File: src/stq_pkg.sv
// Shared types and constants for the sorted timer event queue.
// Used by stq_ctrl, stq_datapath, the top level and the checker.
package stq_pkg;

	localparam int QUEUE_SLOTS_DEF  = 16;
	localparam int TASK_ID_BITS_DEF = 8;
	localparam int SEC_W            = 32;
	localparam int USEC_W           = 20;
	localparam int STATUS_W         = 3;
	localparam int OCC_W            = 4;

	localparam logic OP_INSERT = 1'b0;
	localparam logic OP_POP    = 1'b1;

	typedef enum logic [STATUS_W-1:0] {
		ST_FULL      = 3'd0,
		ST_INSERTED  = 3'd1,
		ST_SAME_TIME = 3'd2,
		ST_POPPED    = 3'd3,
		ST_EMPTY     = 3'd4
	} status_t;

	typedef enum logic [2:0] {
		S_IDLE,
		S_DECIDE,
		S_HEADCMP,
		S_SHIFT,
		S_PLACE,
		S_POPOUT,
		S_FINISH
	} state_t;

	typedef enum logic [1:0] {
		RD_HEAD,
		RD_PREV,
		RD_PREV2
	} rd_sel_t;

	typedef struct packed {
		logic    capture;
		logic    rd_en;
		rd_sel_t rd_sel;
		logic    eq_cap;
		logic    wr_shift;
		logic    wr_new;
		logic    ptr_back;
		logic    tail_inc;
		logic    head_inc;
		logic    pop_load;
		logic    res_set;
		status_t res_status;
		logic    out_load;
	} stq_cmd_t;

	typedef struct packed {
		logic is_pop;
		logic empty;
		logic full;
		logic later;
		logic prev_is_head;
		logic same_front;
		logic out_free;
	} stq_sts_t;

endpackage

File: src/stq_ctrl.sv
// Controller state machine for the sorted timer event queue.
// Depends on stq_pkg; drives stq_datapath through stq_cmd_t.
module stq_ctrl (
	input  logic            clk,
	input  logic            arst_n,
	input  logic            in_valid,
	output logic            in_ready,
	input  stq_pkg::stq_sts_t sts,
	output stq_pkg::stq_cmd_t cmd
);
	import stq_pkg::*;

	state_t state_q, state_d;

	always_ff @(posedge clk or negedge arst_n) begin
		if (!arst_n) begin
			state_q <= S_IDLE;
		end else begin
			state_q <= state_d;
		end
	end

	always_comb begin
		state_d  = state_q;
		cmd      = '0;
		in_ready = 1'b0;
		case (state_q)
			S_IDLE: begin
				in_ready    = 1'b1;
				cmd.capture = in_valid;
				if (in_valid) begin
					state_d = S_DECIDE;
				end
			end
			S_DECIDE: begin
				if (sts.is_pop) begin
					if (sts.empty) begin
						cmd.res_set    = 1'b1;
						cmd.res_status = ST_EMPTY;
						state_d        = S_FINISH;
					end else begin
						cmd.rd_en  = 1'b1;
						cmd.rd_sel = RD_HEAD;
						state_d    = S_POPOUT;
					end
				end else if (sts.empty) begin
					cmd.wr_new     = 1'b1;
					cmd.tail_inc   = 1'b1;
					cmd.res_set    = 1'b1;
					cmd.res_status = ST_INSERTED;
					state_d        = S_FINISH;
				end else if (sts.full) begin
					cmd.res_set    = 1'b1;
					cmd.res_status = ST_FULL;
					state_d        = S_FINISH;
				end else begin
					cmd.rd_en  = 1'b1;
					cmd.rd_sel = RD_HEAD;
					state_d    = S_HEADCMP;
				end
			end
			S_HEADCMP: begin
				// front entry is on the read port; start the walk from the tail
				cmd.eq_cap = 1'b1;
				cmd.rd_en  = 1'b1;
				cmd.rd_sel = RD_PREV;
				state_d    = S_SHIFT;
			end
			S_SHIFT: begin
				if (sts.later) begin
					cmd.wr_shift = 1'b1;
					cmd.ptr_back = 1'b1;
					if (sts.prev_is_head) begin
						state_d = S_PLACE;
					end else begin
						cmd.rd_en  = 1'b1;
						cmd.rd_sel = RD_PREV2;
					end
				end else begin
					state_d = S_PLACE;
				end
			end
			S_PLACE: begin
				cmd.wr_new     = 1'b1;
				cmd.tail_inc   = 1'b1;
				cmd.res_set    = 1'b1;
				cmd.res_status = sts.same_front ? ST_SAME_TIME : ST_INSERTED;
				state_d        = S_FINISH;
			end
			S_POPOUT: begin
				cmd.pop_load   = 1'b1;
				cmd.head_inc   = 1'b1;
				cmd.res_set    = 1'b1;
				cmd.res_status = ST_POPPED;
				state_d        = S_FINISH;
			end
			S_FINISH: begin
				// hold the result until the output register frees up
				if (sts.out_free) begin
					cmd.out_load = 1'b1;
					state_d      = S_IDLE;
				end
			end
			default: begin
				state_d = S_IDLE;
			end
		endcase
	end

endmodule

File: src/stq_datapath.sv
// Datapath for the sorted timer event queue: event memory, ring indices,
// walk pointer, time compare and output register. Depends on stq_pkg.
module stq_datapath #(
	parameter int QUEUE_SLOTS  = stq_pkg::QUEUE_SLOTS_DEF,
	parameter int TASK_ID_BITS = stq_pkg::TASK_ID_BITS_DEF
) (
	input  logic                        clk,
	input  logic                        arst_n,
	input  logic                        operation,
	input  logic [stq_pkg::SEC_W-1:0]   event_sec,
	input  logic [stq_pkg::USEC_W-1:0]  event_usec,
	input  logic [TASK_ID_BITS-1:0]     task_id,
	input  logic                        out_ready,
	output logic                        out_valid,
	output logic [stq_pkg::STATUS_W-1:0] status,
	output logic [stq_pkg::SEC_W-1:0]   entry_sec,
	output logic [stq_pkg::USEC_W-1:0]  entry_usec,
	output logic [TASK_ID_BITS-1:0]     entry_task,
	output logic [stq_pkg::OCC_W-1:0]   occupancy,
	input  stq_pkg::stq_cmd_t           cmd,
	output stq_pkg::stq_sts_t           sts
);
	import stq_pkg::*;

	localparam int AW      = $clog2(QUEUE_SLOTS);
	localparam int CW      = AW + 1;
	localparam int ENTRY_W = SEC_W + USEC_W + TASK_ID_BITS;
	localparam logic [AW-1:0] LAST = AW'(QUEUE_SLOTS - 1);

	logic [ENTRY_W-1:0] mem [QUEUE_SLOTS];

	logic [AW-1:0]           head_q, tail_q, ptr_q;
	logic                    op_q;
	logic [SEC_W-1:0]        sec_q;
	logic [USEC_W-1:0]       usec_q;
	logic [TASK_ID_BITS-1:0] task_q;
	logic [ENTRY_W-1:0]      rd_data_q;
	logic                    front_eq_q;

	status_t                 res_status_q;
	logic [SEC_W-1:0]        res_sec_q;
	logic [USEC_W-1:0]       res_usec_q;
	logic [TASK_ID_BITS-1:0] res_task_q;

	logic                    out_valid_q;
	status_t                 out_status_q;
	logic [SEC_W-1:0]        out_sec_q;
	logic [USEC_W-1:0]       out_usec_q;
	logic [TASK_ID_BITS-1:0] out_task_q;
	logic [OCC_W-1:0]        out_occ_q;

	logic [AW-1:0]           ptr_prev, ptr_prev2, tail_next, head_next, rd_addr;
	logic [SEC_W-1:0]        rd_sec;
	logic [USEC_W-1:0]       rd_usec;
	logic [TASK_ID_BITS-1:0] rd_task;
	logic [ENTRY_W-1:0]      wr_data;
	logic [CW-1:0]           count;

	assign ptr_prev  = (ptr_q == '0) ? LAST : ptr_q - AW'(1);
	assign ptr_prev2 = (ptr_prev == '0) ? LAST : ptr_prev - AW'(1);
	assign tail_next = (tail_q == LAST) ? '0 : tail_q + AW'(1);
	assign head_next = (head_q == LAST) ? '0 : head_q + AW'(1);

	assign rd_sec  = rd_data_q[ENTRY_W-1 -: SEC_W];
	assign rd_usec = rd_data_q[TASK_ID_BITS +: USEC_W];
	assign rd_task = rd_data_q[TASK_ID_BITS-1:0];

	always_comb begin
		case (cmd.rd_sel)
			RD_HEAD:  rd_addr = head_q;
			RD_PREV:  rd_addr = ptr_prev;
			RD_PREV2: rd_addr = ptr_prev2;
			default:  rd_addr = head_q;
		endcase
	end

	assign wr_data = cmd.wr_new ? {sec_q, usec_q, task_q} : rd_data_q;

	always_ff @(posedge clk) begin
		if (cmd.wr_new || cmd.wr_shift) begin
			mem[ptr_q] <= wr_data;
		end
	end

	always_ff @(posedge clk) begin
		if (cmd.rd_en) begin
			rd_data_q <= mem[rd_addr];
		end
	end

	always_comb begin
		sts.is_pop       = (op_q == OP_POP);
		sts.empty        = (head_q == tail_q);
		sts.full         = (tail_next == head_q);
		sts.later        = (rd_sec > sec_q) || ((rd_sec == sec_q) && (rd_usec > usec_q));
		sts.prev_is_head = (ptr_prev == head_q);
		sts.same_front   = (ptr_q == head_q) || front_eq_q;
		sts.out_free     = !out_valid_q || out_ready;
	end

	always_ff @(posedge clk or negedge arst_n) begin
		if (!arst_n) begin
			head_q <= '0;
			tail_q <= '0;
		end else begin
			if (cmd.tail_inc) begin
				tail_q <= tail_next;
			end
			if (cmd.head_inc) begin
				head_q <= head_next;
			end
		end
	end

	// walk pointer starts at the tail and steps back one slot per shift
	always_ff @(posedge clk) begin
		if (cmd.capture) begin
			ptr_q <= tail_q;
		end else if (cmd.ptr_back) begin
			ptr_q <= ptr_prev;
		end
	end

	always_ff @(posedge clk) begin
		if (cmd.capture) begin
			op_q       <= operation;
			sec_q      <= event_sec;
			usec_q     <= event_usec;
			task_q     <= task_id;
			res_sec_q  <= '0;
			res_usec_q <= '0;
			res_task_q <= '0;
		end else if (cmd.pop_load) begin
			res_sec_q  <= rd_sec;
			res_usec_q <= rd_usec;
			res_task_q <= rd_task;
		end
		if (cmd.eq_cap) begin
			front_eq_q <= (rd_sec == sec_q) && (rd_usec == usec_q);
		end
		if (cmd.res_set) begin
			res_status_q <= cmd.res_status;
		end
	end

	always_comb begin
		if (tail_q >= head_q) begin
			count = {1'b0, tail_q} - {1'b0, head_q};
		end else begin
			count = {1'b0, tail_q} + CW'(QUEUE_SLOTS) - {1'b0, head_q};
		end
	end

	always_ff @(posedge clk or negedge arst_n) begin
		if (!arst_n) begin
			out_valid_q <= 1'b0;
		end else if (cmd.out_load) begin
			out_valid_q <= 1'b1;
		end else if (out_ready) begin
			out_valid_q <= 1'b0;
		end
	end

	always_ff @(posedge clk) begin
		if (cmd.out_load) begin
			out_status_q <= res_status_q;
			out_sec_q    <= res_sec_q;
			out_usec_q   <= res_usec_q;
			out_task_q   <= res_task_q;
			out_occ_q    <= OCC_W'(count);
		end
	end

	assign out_valid  = out_valid_q;
	assign status     = out_status_q;
	assign entry_sec  = out_sec_q;
	assign entry_usec = out_usec_q;
	assign entry_task = out_task_q;
	assign occupancy  = out_occ_q;

endmodule

File: src/sorted_timer_event_queue.sv
// Sorted timer event queue: time-ordered ring of events with insert and pop.
// Instantiates stq_ctrl and stq_datapath; depends on stq_pkg.
//
// Usage:
//   Input channel (in_valid/in_ready) carries operation, event_sec,
//   event_usec and task_id. operation selects insert or pop of the earliest
//   event. Every item gives exactly one result on the output channel
//   (out_valid/out_ready): status, popped entry fields (zero unless popped)
//   and occupancy after the operation.
//   One item is worked on at a time; in_ready is high only when the block
//   is idle, also while an earlier result still sits in the output register.
//   Full/empty answers and empty-queue inserts are settled in S_DECIDE; a
//   pop reads the front and loads it in S_POPOUT; an insert that moves k
//   later entries up one slot (k up to QUEUE_SLOTS-2) compares the front in
//   S_HEADCMP, walks the event memory back from the tail in S_SHIFT, one
//   slot a cycle, and writes the new event in S_PLACE. All end in S_FINISH.
//   At most QUEUE_SLOTS-1 events are held. Reset empties the queue at once
//   (head and tail indices cleared, no memory sweep) and drops any result.
//   When the receiver stalls, the result waits in the output register and
//   the next item's result waits in the controller until it is taken.
module sorted_timer_event_queue #(
	parameter int QUEUE_SLOTS  = stq_pkg::QUEUE_SLOTS_DEF,
	parameter int TASK_ID_BITS = stq_pkg::TASK_ID_BITS_DEF
) (
	input  logic                         clk,
	input  logic                         arst_n,
	input  logic                         in_valid,
	output logic                         in_ready,
	input  logic                         operation,
	input  logic [stq_pkg::SEC_W-1:0]    event_sec,
	input  logic [stq_pkg::USEC_W-1:0]   event_usec,
	input  logic [TASK_ID_BITS-1:0]      task_id,
	output logic                         out_valid,
	input  logic                         out_ready,
	output logic [stq_pkg::STATUS_W-1:0] status,
	output logic [stq_pkg::SEC_W-1:0]    entry_sec,
	output logic [stq_pkg::USEC_W-1:0]   entry_usec,
	output logic [TASK_ID_BITS-1:0]      entry_task,
	output logic [stq_pkg::OCC_W-1:0]    occupancy
);
	import stq_pkg::*;

	stq_cmd_t cmd;
	stq_sts_t sts;

	stq_ctrl u_ctrl (
		.clk      (clk),
		.arst_n   (arst_n),
		.in_valid (in_valid),
		.in_ready (in_ready),
		.sts      (sts),
		.cmd      (cmd)
	);

	stq_datapath #(
		.QUEUE_SLOTS  (QUEUE_SLOTS),
		.TASK_ID_BITS (TASK_ID_BITS)
	) u_datapath (
		.clk        (clk),
		.arst_n     (arst_n),
		.operation  (operation),
		.event_sec  (event_sec),
		.event_usec (event_usec),
		.task_id    (task_id),
		.out_ready  (out_ready),
		.out_valid  (out_valid),
		.status     (status),
		.entry_sec  (entry_sec),
		.entry_usec (entry_usec),
		.entry_task (entry_task),
		.occupancy  (occupancy),
		.cmd        (cmd),
		.sts        (sts)
	);

endmodule

File: config.mk
export PLATFORM = sky130hd
export DESIGN_NAME = sorted_timer_event_queue
export DESIGN_NICKNAME = d
export VERILOG_FILES = /design/src/stq_pkg.sv /design/src/stq_ctrl.sv /design/src/stq_datapath.sv /design/src/sorted_timer_event_queue.sv
export SDC_FILE = /design/constraint.sdc
export NUM_CORES = 1
export LEC_CHECK = 0
export ABC_AREA = 1
export BUFFER_PORTS_ARGS = -buffer_cell sky130_fd_sc_hd__buf_4
export CAP_MARGIN = 20
export CORE_MARGIN = 2
export CORE_UTILIZATION = 30
export CTS_CLUSTER_DIAMETER = 150
export CTS_CLUSTER_SIZE = 12
export DETAILED_ROUTE_END_ITERATION = 6
export SYNTH_ARGS = -nofsm -noshare
export SYNTH_HDL_FRONTEND = slang
export SYNTH_HIERARCHICAL = 1
export SYNTH_SLANG_ARGS = --single-unit
File: constraint.sdc
create_clock -name clk -period 5.62 [get_ports clk]
set_input_delay 0.281 -clock clk [delete_from_list [all_inputs] [get_ports clk]]
set_output_delay 0.281 -clock clk [all_outputs]
set_load 0.02 [all_outputs]
==> results of run 1 <==
==> where the power goes <==
| part | total (mW) | internal [mW] | switching, mW |
|---|---|---|---|
| clock network | 7.10 | 3.76 | 3.34 |
| logic | 18.9 | 5.49 | 13.4 |
| registers | 14.1 | 13.3 | 0.766 |
| total | 40.1 | 22.6 | 17.5 |
==> registers in the layout (all words and copies together), names as in the netlist, 8 cells and up <==
signal / flops
u_datapath/mem: 960
u_datapath/rd_data_q: 60
u_datapath/entry_sec: 32
u_datapath/res_sec_q: 32
u_datapath/sec_q: 32
u_datapath/entry_usec: 20
u_datapath/res_usec_q: 20
u_datapath/usec_q: 20
u_datapath/entry_task: 8
u_datapath/res_task_q: 8
u_datapath/task_q: 8
==> metal layers <==
metal  share of wire (%)  wire length [um]  vias to the layer above
met5                   0                 0                        -
li1                    -                 -                    16200
met1                  41             61170                    17200
met3                 6.1              9040                      215
met2                  49             71970                     1223
met4                 3.7              5403                        0
==> final cells by class <==
cell class | instances | area share, %
inverter | 104 | 0.6792
timing repair buffer | 340 | 5.677
multi-input combinational | 2975 | 22.65
clock buffer | 193 | 5.257
clock inverter | 7 | 0.2124
sequential | 1228 | 60.86
tap | 2218 | 4.664
==> cells by family after synthesis <==
family | Yosys count | share of synthesized area, %
adders and majority gates | 66 | 1.626
buffers and inverters | 394 | 3.445
xor gates and xnor gates | 12 | 0.2198
and+or+nand+nor | 2706 | 22.07
AOI/OAI and AO/OA | 191 | 1.968
DFF | 1228 | 70.67
==> worst min path at each step <==
stage                        startpoint                          endpoint  cells past startpoint
final                     event_usec[2]    u_datapath/usec_q[2]$_DFFE_PP_                      2
after global routing      event_usec[4]    u_datapath/usec_q[4]$_DFFE_PP_                      2
after CTS                 event_sec[25]    u_datapath/sec_q[25]$_DFFE_PP_                      2
after detailed placement         arst_n  u_datapath/out_valid$_DFFE_PN0P_                      1
after global placement           arst_n  u_datapath/out_valid$_DFFE_PN0P_                      1
after floorplan                  arst_n     u_ctrl/state_q[0]$_DFFE_PN0P_                      0
==> per-stage QoR <==
stage / std cells / cell area [um^2] / TNS (ns) / hold slack, ns
final: 7065 / 59510 / 0 / 0.2467
after global routing: 7065 / 59510 / 0 / 0.2517
after detailed placement: 6800 / 55590 / -0.02911 / 0.1388
after CTS: 7065 / 59500 / 0 / 0.2018
after floorplan: 4597 / 51250 / 0 / -0.01459
after global placement: 6800 / 55580 / -22.14 / 0.1354
==> synth_stat cells (2+ instances only) <==
library cell / n
sky130_fd_sc_hd__a21oi_1: 36
sky130_fd_sc_hd__buf_1: 11
sky130_fd_sc_hd__buf_2: 115
sky130_fd_sc_hd__buf_4: 34
sky130_fd_sc_hd__buf_6: 2
sky130_fd_sc_hd__clkbuf_1: 128
sky130_fd_sc_hd__dfrtp_1: 12
sky130_fd_sc_hd__dfxtp_1: 60
sky130_fd_sc_hd__edfxtp_1: 1156
sky130_fd_sc_hd__ha_1: 65
sky130_fd_sc_hd__inv_1: 95
sky130_fd_sc_hd__inv_2: 8
sky130_fd_sc_hd__nand2_1: 1667
sky130_fd_sc_hd__nand2_2: 4
sky130_fd_sc_hd__nand3_1: 856
sky130_fd_sc_hd__nand3_2: 2
sky130_fd_sc_hd__nand4_1: 7
sky130_fd_sc_hd__nor2_1: 157
sky130_fd_sc_hd__nor2_2: 3
sky130_fd_sc_hd__nor2_4: 2
sky130_fd_sc_hd__nor3_1: 4
sky130_fd_sc_hd__nor4_1: 2
sky130_fd_sc_hd__o211ai_1: 5
sky130_fd_sc_hd__o21a_1: 2
sky130_fd_sc_hd__o21ai_0: 136
sky130_fd_sc_hd__o21ai_1: 2
sky130_fd_sc_hd__o21ai_2: 2
sky130_fd_sc_hd__o21bai_1: 2
sky130_fd_sc_hd__xnor2_1: 7
sky130_fd_sc_hd__xor2_1: 4
==> critical path: stages, from the launching register on <==
cell and delay (ns):
sky130_fd_sc_hd__edfxtp_1 0.45, sky130_fd_sc_hd__inv_1 0.09, sky130_fd_sc_hd__ha_1 0.31, sky130_fd_sc_hd__a21oi_1 0.18, sky130_fd_sc_hd__o21ai_0 0.16, sky130_fd_sc_hd__buf_4 0.20
sky130_fd_sc_hd__nand2_1 0.06, sky130_fd_sc_hd__o211ai_1 0.08, sky130_fd_sc_hd__a31oi_1 0.64, sky130_fd_sc_hd__nand2_1 0.14, sky130_fd_sc_hd__nand2_1 0.10, sky130_fd_sc_hd__nand2_1 0.14
sky130_fd_sc_hd__nand2_1 0.15, sky130_fd_sc_hd__nor2_4 0.07, sky130_fd_sc_hd__ha_1 0.40, sky130_fd_sc_hd__inv_1 0.17, sky130_fd_sc_hd__nand2_1 0.10, sky130_fd_sc_hd__inv_1 0.04
sky130_fd_sc_hd__nand2_1 0.14, sky130_fd_sc_hd__nand2_8 0.20, sky130_fd_sc_hd__inv_8 0.40, sky130_fd_sc_hd__buf_12 0.37, sky130_fd_sc_hd__nand2_1 0.11, sky130_fd_sc_hd__nand3_1 0.09
sky130_fd_sc_hd__nand3_1 0.08, sky130_fd_sc_hd__nand2_1 0.09
==> repair_timing <==
item	in CTS	in global routing
hold buffers	65	0
endpoints found under the hold margin	76	0
setup endpoints to repair	18	21
resized for setup	1	1
==> run summary, run 1 <==
The routed via count divided by cell count works out to 4.930. The data required time of the critical path was 6.22 ns. The boundary pin count came out at 134. The die covers 174100 um^2. The most common library cell in the layout ignoring fill and taps is sky130_fd_sc_hd__nand2_1. For flop-to-flop paths, the worst setup slack is 0.43 ns.

The total power draw was 40.09 mW; the final setup slack of the worst path was 0.4288 ns. The run finished with clean final reports. The worst setup path is launched from a flip-flop.

The overall via count from detail_route was 34830. For the first-iteration detailed-routing DRC count, the log shows 3776. The final critical path takes up 92.37% of the cycle.

Of all flip-flops after synthesis, the portion carrying an async set or reset was 0.9772%. The final-report max-slew violation count was 0; the combined area of all synthesized cells was 51240 um^2. Max-cap violations in this run came to 0.

Synthesis produced a netlist with a net count of 4728. Entering global routing, the biggest net connects 127 pins. Once the floorplan was initialized, standard cells occupied 30.24% of the core. Setup repair after global routing left no endpoint under its margin. The startpoint identified for the worst register-to-register timing path is u_datapath/sec_q[25]$_DFFE_PP_.

Worst setup path category: reg -> reg. For this run, the register share of the synthesized area comes to 70.67%. The unique cell type count in the Yosys netlist was 41; the power per cell area was 673.7 nW/um^2. Most congested layer reported by global routing: met2.

The worst-case IR drop observed on VDD is 0.8834 mV. Prior to clock tree synthesis, the placed netlist has a worst setup slack of -0.01248 ns. The tools report the nature of the critical path endpoint as a flip-flop. The floorplan step defined a core boundary enclosing 169500 um^2. For met2 alone, demand over resource in global routing was 27.60%.

Port buffering added 133 buffers. At the end of the flow, the number of nets in the layout was 4892. A synthesized cell averages 11.15 um^2. The wire length of the first global-routing pass is 216600 um. Path category of the worst min-delay check: in -> reg. The clock input transition at the sequential cells of the worst setup and hold paths was 0.06 ns; the global router's overall resource usage was 16.52%.

The clock reaches the later pin of the worst-skew pair after 0.76 ns. After floorplanning, the core was divided into 151 placement rows. In the routed design, unresolved DRC markers number 0.

The depth of the CTS H-tree is 3, and the area overhead of the layout relative to synthesis is 16.12%. The clock sink total came out at 1228. The tools report the final wirelength as 147600 um. The chip height is 417.3 um. The HPWL after detailed placement is 78900 um. The transition time at the pin with the least slew margin was 1.074 ns; the leakage power summed over all cells was 22.88 nW. Between clock sinks in the finished design, the worst skew comes to 0.07230 ns. The number of antenna violations at the first check in global routing is 2, and the sequential cell area is 36210 um^2.

The pre-antenna-repair detailed-routing pass consisted of 6 iterations. The maximum fanout along the worst path was 67; the die extent in x was 417.3 um. The tools report the count of warnings emitted by yosys as 6. At the end of routability-driven placement, the weighted congestion stood at 0.7926. The synthesized design spends more area on one cell type than any other, namely sky130_fd_sc_hd__edfxtp_1.

The flip-flop and latch count after synthesis was 1228. The area share of the largest cell type after synthesis came out at 67.74%. The critical path ends at u_datapath/rd_data_q[6]$_DFFE_PP_.

The worst path in the final design needs a cycle of 5.191 ns, including I/O delays and setup. The count of filler cells inserted in the layout was 16440; the count of antenna-violating nets left after detailed routing was 0. Clock tree synthesis inserted a total of 112 buffers.

Headroom to the max-slew limit came out at 28.42%. After clock tree synthesis, the setup repair step added 0 buffers. Setup violations remaining at the end of the flow were counted as 0. In the post-synthesis netlist, the biggest area contributors are sky130_fd_sc_hd__edfxtp_1 (68%), sky130_fd_sc_hd__nand2_1 (12%), sky130_fd_sc_hd__nand3_1 (8.4%), sky130_fd_sc_hd__dfxtp_1 (2.3%), sky130_fd_sc_hd__ha_1 (1.6%).

In the layout the commonest cells are sky130_fd_sc_hd__nand2_1 (1664), sky130_fd_sc_hd__edfxtp_1 (1156), sky130_fd_sc_hd__nand3_1 (856), sky130_fd_sc_hd__buf_4 (222), sky130_fd_sc_hd__nor2_1 (138). After detailed routing, the average wire length per cell comes to 20.89 um. The number of buffers between clock root and the deepest sink is 3. The tools report the capture instance of the worst register-to-register path as u_datapath/rd_data_q[6]$_DFFE_PP_. TritonCTS built the clock tree. Cells fill 35.11% of the core in the end. The logs give 13480 um^2 for the area of the multi-input gates and 0 for the residual overflow from global routing.

For the number of hold violations in the final report, the log shows 0. The number of synthesized flops with an enable pin is 1156. Among all flip-flop cells after synthesis, the most frequent one is sky130_fd_sc_hd__edfxtp_1. For the worst flop-to-flop path, the logic depth is 25. The tools report the number of global-route vias before repair as 32850. The source of the critical timing path is u_datapath/sec_q[25]$_DFFE_PP_. The number of inserted diodes is 0. The met3 layer usage reported by global route is 1.921%. For the synthesized instance count, the log shows 4597. The post-route netlist has 9.243% of its cells at a drive strength greater than 1. The global routing usage on met1 was 21.79%; the upper clock frequency limit was 192.6 MHz. For the worst setup path, the data arrival time is 5.79 ns. Clock tree synthesis selected as its root buffer the cell sky130_fd_sc_hd__clkbuf_16.
(Power assumes the default switching activity.)
==> run 2, diff against run 1 <==
--- a/config.mk
+++ b/config.mk
@@ -8,6 +8,7 @@
 export ABC_AREA = 1
 export BUFFER_PORTS_ARGS = -buffer_cell sky130_fd_sc_hd__buf_4
 export CAP_MARGIN = 20
+export CORE_ASPECT_RATIO = 1.5
 export CORE_MARGIN = 2
 export CORE_UTILIZATION = 30
 export CTS_CLUSTER_DIAMETER = 150
==> run 2 against run 1 <==
Effect of this change:
- global-route usage down 0.18 points
- highest routed layer is now met5
- non-clock buffer count up 13
- maximum frequency up 0.81%
- largest cell class unchanged
==> run summary, run 2 (synthesis gave the netlist of run 1 again) <==
For the count of filler cells inserted in the layout, the log shows 16640. At the pin with the least slew margin, the transition time is 1.027 ns. The chip height came out at 510.2 um. STA classifies the critical path endpoint as a flip-flop. In the final layout, the registers with the most flip-flops are u_datapath/mem x960, u_datapath/rd_data_q x60.

Hold is met by 0.2628 ns. The final route contains 35240 vias. For the data required time of the critical path, the log shows 6.18 ns. For the headroom to the max-slew limit, the log shows 31.53%.

For hold timing, the worst endpoint is u_datapath/usec_q[6]$_DFFE_PP_. The number of optimization iterations in the first detailed-route pass came out at 5. Across the run, the number of max-cap violations was 0.

The tools report the beginning of the worst hold path as event_usec[6]. In this run the critical register-to-register path is captured at u_datapath/rd_data_q[1]$_DFFE_PP_. The run gives 5.71 ns as the data arrival time of the critical path. The tightest min-delay check is of the in -> reg type. For the final routed database, the setup TNS stands at 0 ns. For the clock sink total, the log shows 1228. The number of setup buffers added after CTS is 0. The post-route netlist has 9.550% of its cells at a drive strength greater than 1.

Routability-driven placement finished with a final weighted congestion of 0.8229. Wire length on met2: 66390 um. In this design, the largest share of critical-path delay is due to simple AND/OR/NAND/NOR gates. From synthesis to final layout, the design area changed by 15.79%. The number of global-route vias before repair was 34120. The leakage power summed over all cells is 22.83 nW, and the minimum clock period is 5.150 ns. The number of buffer and inverter instances along the worst setup path was 4; the share of the clock period used by the worst path was 91.63%. u_datapath/mem holds more flip-flops than any other register. The wire length of the first global-routing pass was 215100 um. TritonCTS built the clock tree. The number of buffers between clock root and the deepest sink is 3, and the count of cells along the worst hold path is 2. The tools report the overall die area as 174200 um^2. The routed via count divided by cell count was 4.982.

After layout, the design draws a total of 39.77 mW. Upper clock frequency limit: 194.2 MHz. The most numerous cell type found on the critical path is sky130_fd_sc_hd__nand2_1. Wire segments on met3 add up to 13280 um in the final route. In this run the horizontal extent of the chip is 341.5 um.

The run gives 0 as the total DRC errors in the routed layout. The largest net degree at the start of global routing is 107, and the number of rows created at floorplan is 185. Clock latency on the worst-skew pair, taken at its later pin, is 0.74 ns.

After global routing the overflow that remains totals 0. The register with the most flip-flops in the layout has 960 of them. The tools report the buffer cell driving the clock tree root as sky130_fd_sc_hd__clkbuf_16. The tools report the final wirelength as 144800 um. Traced cell by cell, the critical path runs through ha_1 > nand4_1 > nor4_1 > nand4_1 > nor2_1 > nand2_1 > nand2_1 > nand2_1 > nor2_4 > ha_1 > inv_1 > nand2_1 > inv_1 > nand2_1 > nand2_8 > buf_12 > buf_12 > nand2_1 > nand3_1 > nand3_1 > nand2_1. Setup violations remaining at the end of the flow were counted as 0. The tools report the final-report max-slew violation count as 0. The worst-case IR drop observed on VDD is 0.6163 mV. Pin placement for this block handled 134 I/O pins. Area of the core region: 169400 um^2. STA classifies the critical path startpoint as a flip-flop. In this run the cell area measured after placement is 55540 um^2. The largest stage delay on the critical path was 0.51 ns. The tools report the net count reported at finish as 4905. In this run the top signal layer used is met5. Detailed placement finished with a half-perimeter wire length of 77050 um. For the starting density of the core, the log shows 30.24%.

The worst register-to-register path begins at u_datapath/rd_data_q[51]$_DFFE_PP_. The top cell types in the final layout, fill and taps aside, are sky130_fd_sc_hd__nand2_1 (1664), sky130_fd_sc_hd__edfxtp_1 (1156), sky130_fd_sc_hd__nand3_1 (856), sky130_fd_sc_hd__buf_4 (249), sky130_fd_sc_hd__nor2_1 (137). Clock skew after layout: 0.03668 ns. Number of hold violations in the final report: 0. The tools report the number of antenna violations at the first check in global routing as 7. The worst setup path category was reg -> reg. In the global route stage, overall resource usage came out at 16.34%.

The run gives 35.02% as the final core utilization. The most common library cell in the layout ignoring fill and taps is sky130_fd_sc_hd__nand2_1. The flow ran to the end, and the final reports show no timing, DRC or antenna violations.

CTS built an H-tree with a depth of 3. For the minimum setup slack among reg-to-reg paths, the log shows 0.47 ns. The post-layout instance area is 59330 um^2, and the routed length per placed instance is 20.47 um. In this run the worst path has a maximum fanout of 63. The number of clock buffers added by TritonCTS is 112.

Clock-pin slew was measured on the worst setup and hold paths at 0.06 ns. The critical path's slowest cell is sky130_fd_sc_hd__edfxtp_1. The port buffer count works out to 133. Setup repair after global routing left no endpoint under its margin. The first-iteration detailed-routing DRC count is 3933.

The power per cell area came out at 670.3 nW/um^2. The count of nets left with antenna violations once routing finished came out at 0. For the worst flop-to-flop path, the logic depth is 21. The detailed router put a total of 61040 um of wire on met1.
==> run 2: cell types whose count changed in the layout (fill, tap and decap cells not counted), moves of 2 or more <==
cell | before | now
sky130_fd_sc_hd__buf_12 | 53 | 39
sky130_fd_sc_hd__diode_2 | 0 | 2
sky130_fd_sc_hd__nor2_4 | 20 | 22
sky130_fd_sc_hd__buf_4 | 222 | 249
sky130_fd_sc_hd__clkbuf_1 | 80 | 47
==> run 2: where the power goes <==
part           switching [mW]  internal (mW)  total [mW]
logic                    13.3           5.43        18.7
registers               0.750           13.3        14.1
clock network            3.24           3.69        6.93
==> run 2: worst max path at each step <==
stage | cells after the start | slack [ns] | start | to
finish | 21 | 0.47 | u_datapath/rd_data_q[51]$_DFFE_PP_ | u_datapath/rd_data_q[1]$_DFFE_PP_
global route | 23 | 0.06 | u_datapath/rd_data_q[55]$_DFFE_PP_ | u_datapath/rd_data_q[1]$_DFFE_PP_
CTS | 23 | 0.27 | u_datapath/rd_data_q[54]$_DFFE_PP_ | u_datapath/rd_data_q[1]$_DFFE_PP_
detailed placement | 23 | 0.29 | u_datapath/rd_data_q[54]$_DFFE_PP_ | u_datapath/rd_data_q[1]$_DFFE_PP_
global placement | 23 | 0.26 | u_datapath/rd_data_q[54]$_DFFE_PP_ | u_datapath/rd_data_q[1]$_DFFE_PP_
floorplan | 16 | 0.57 | u_datapath/rd_data_q[59]$_DFFE_PP_ | u_datapath/mem[10][0]$_DFFE_PP_
==> run 2: area by class of cell <==
| type | instances | area, um^2 | area share [%] |
|---|---|---|---|
| Inverter | 104 | 402.9 | 0.6790 |
| Multi-Input combinational cell | 2975 | 13490 | 22.73 |
| Sequential cell | 1228 | 36210 | 61.03 |
| Timing Repair Buffer | 353 | 3301 | 5.563 |
| Antenna cell | 2 | 5.005 | 0.008435 |
| Tap cell | 2244 | 2808 | 4.732 |
| Clock inverter | 6 | 88.84 | 0.1497 |
| Clock buffer | 161 | 3029 | 5.105 |
==> run 2: per-stage QoR <==
step	setup WS [ns]	instances
3_3_place_gp	0.2567	6839
4_1_cts	0.2669	7071
2_1_floorplan	0.5693	4597
6_report	0.4703	7073
5_1_grt	0.05868	7072
3_5_place_dp	0.2876	6839
==> run 2: timing repair <==
item                       in CTS  in global routing
resized for setup               0                  5
hold endpoints to repair       76                  0
setup endpoints to repair       0                 46
hold buffers                   65                  0
==> run 2: per-layer routing <==
layer / vias to the layer above / GRT usage [%]
li1: 16200 / -
met2: 1518 / 26.28
met3: 268 / 3.259
met1: 17250 / 22.04
met4: 2 / 5.470
met5: - / 0
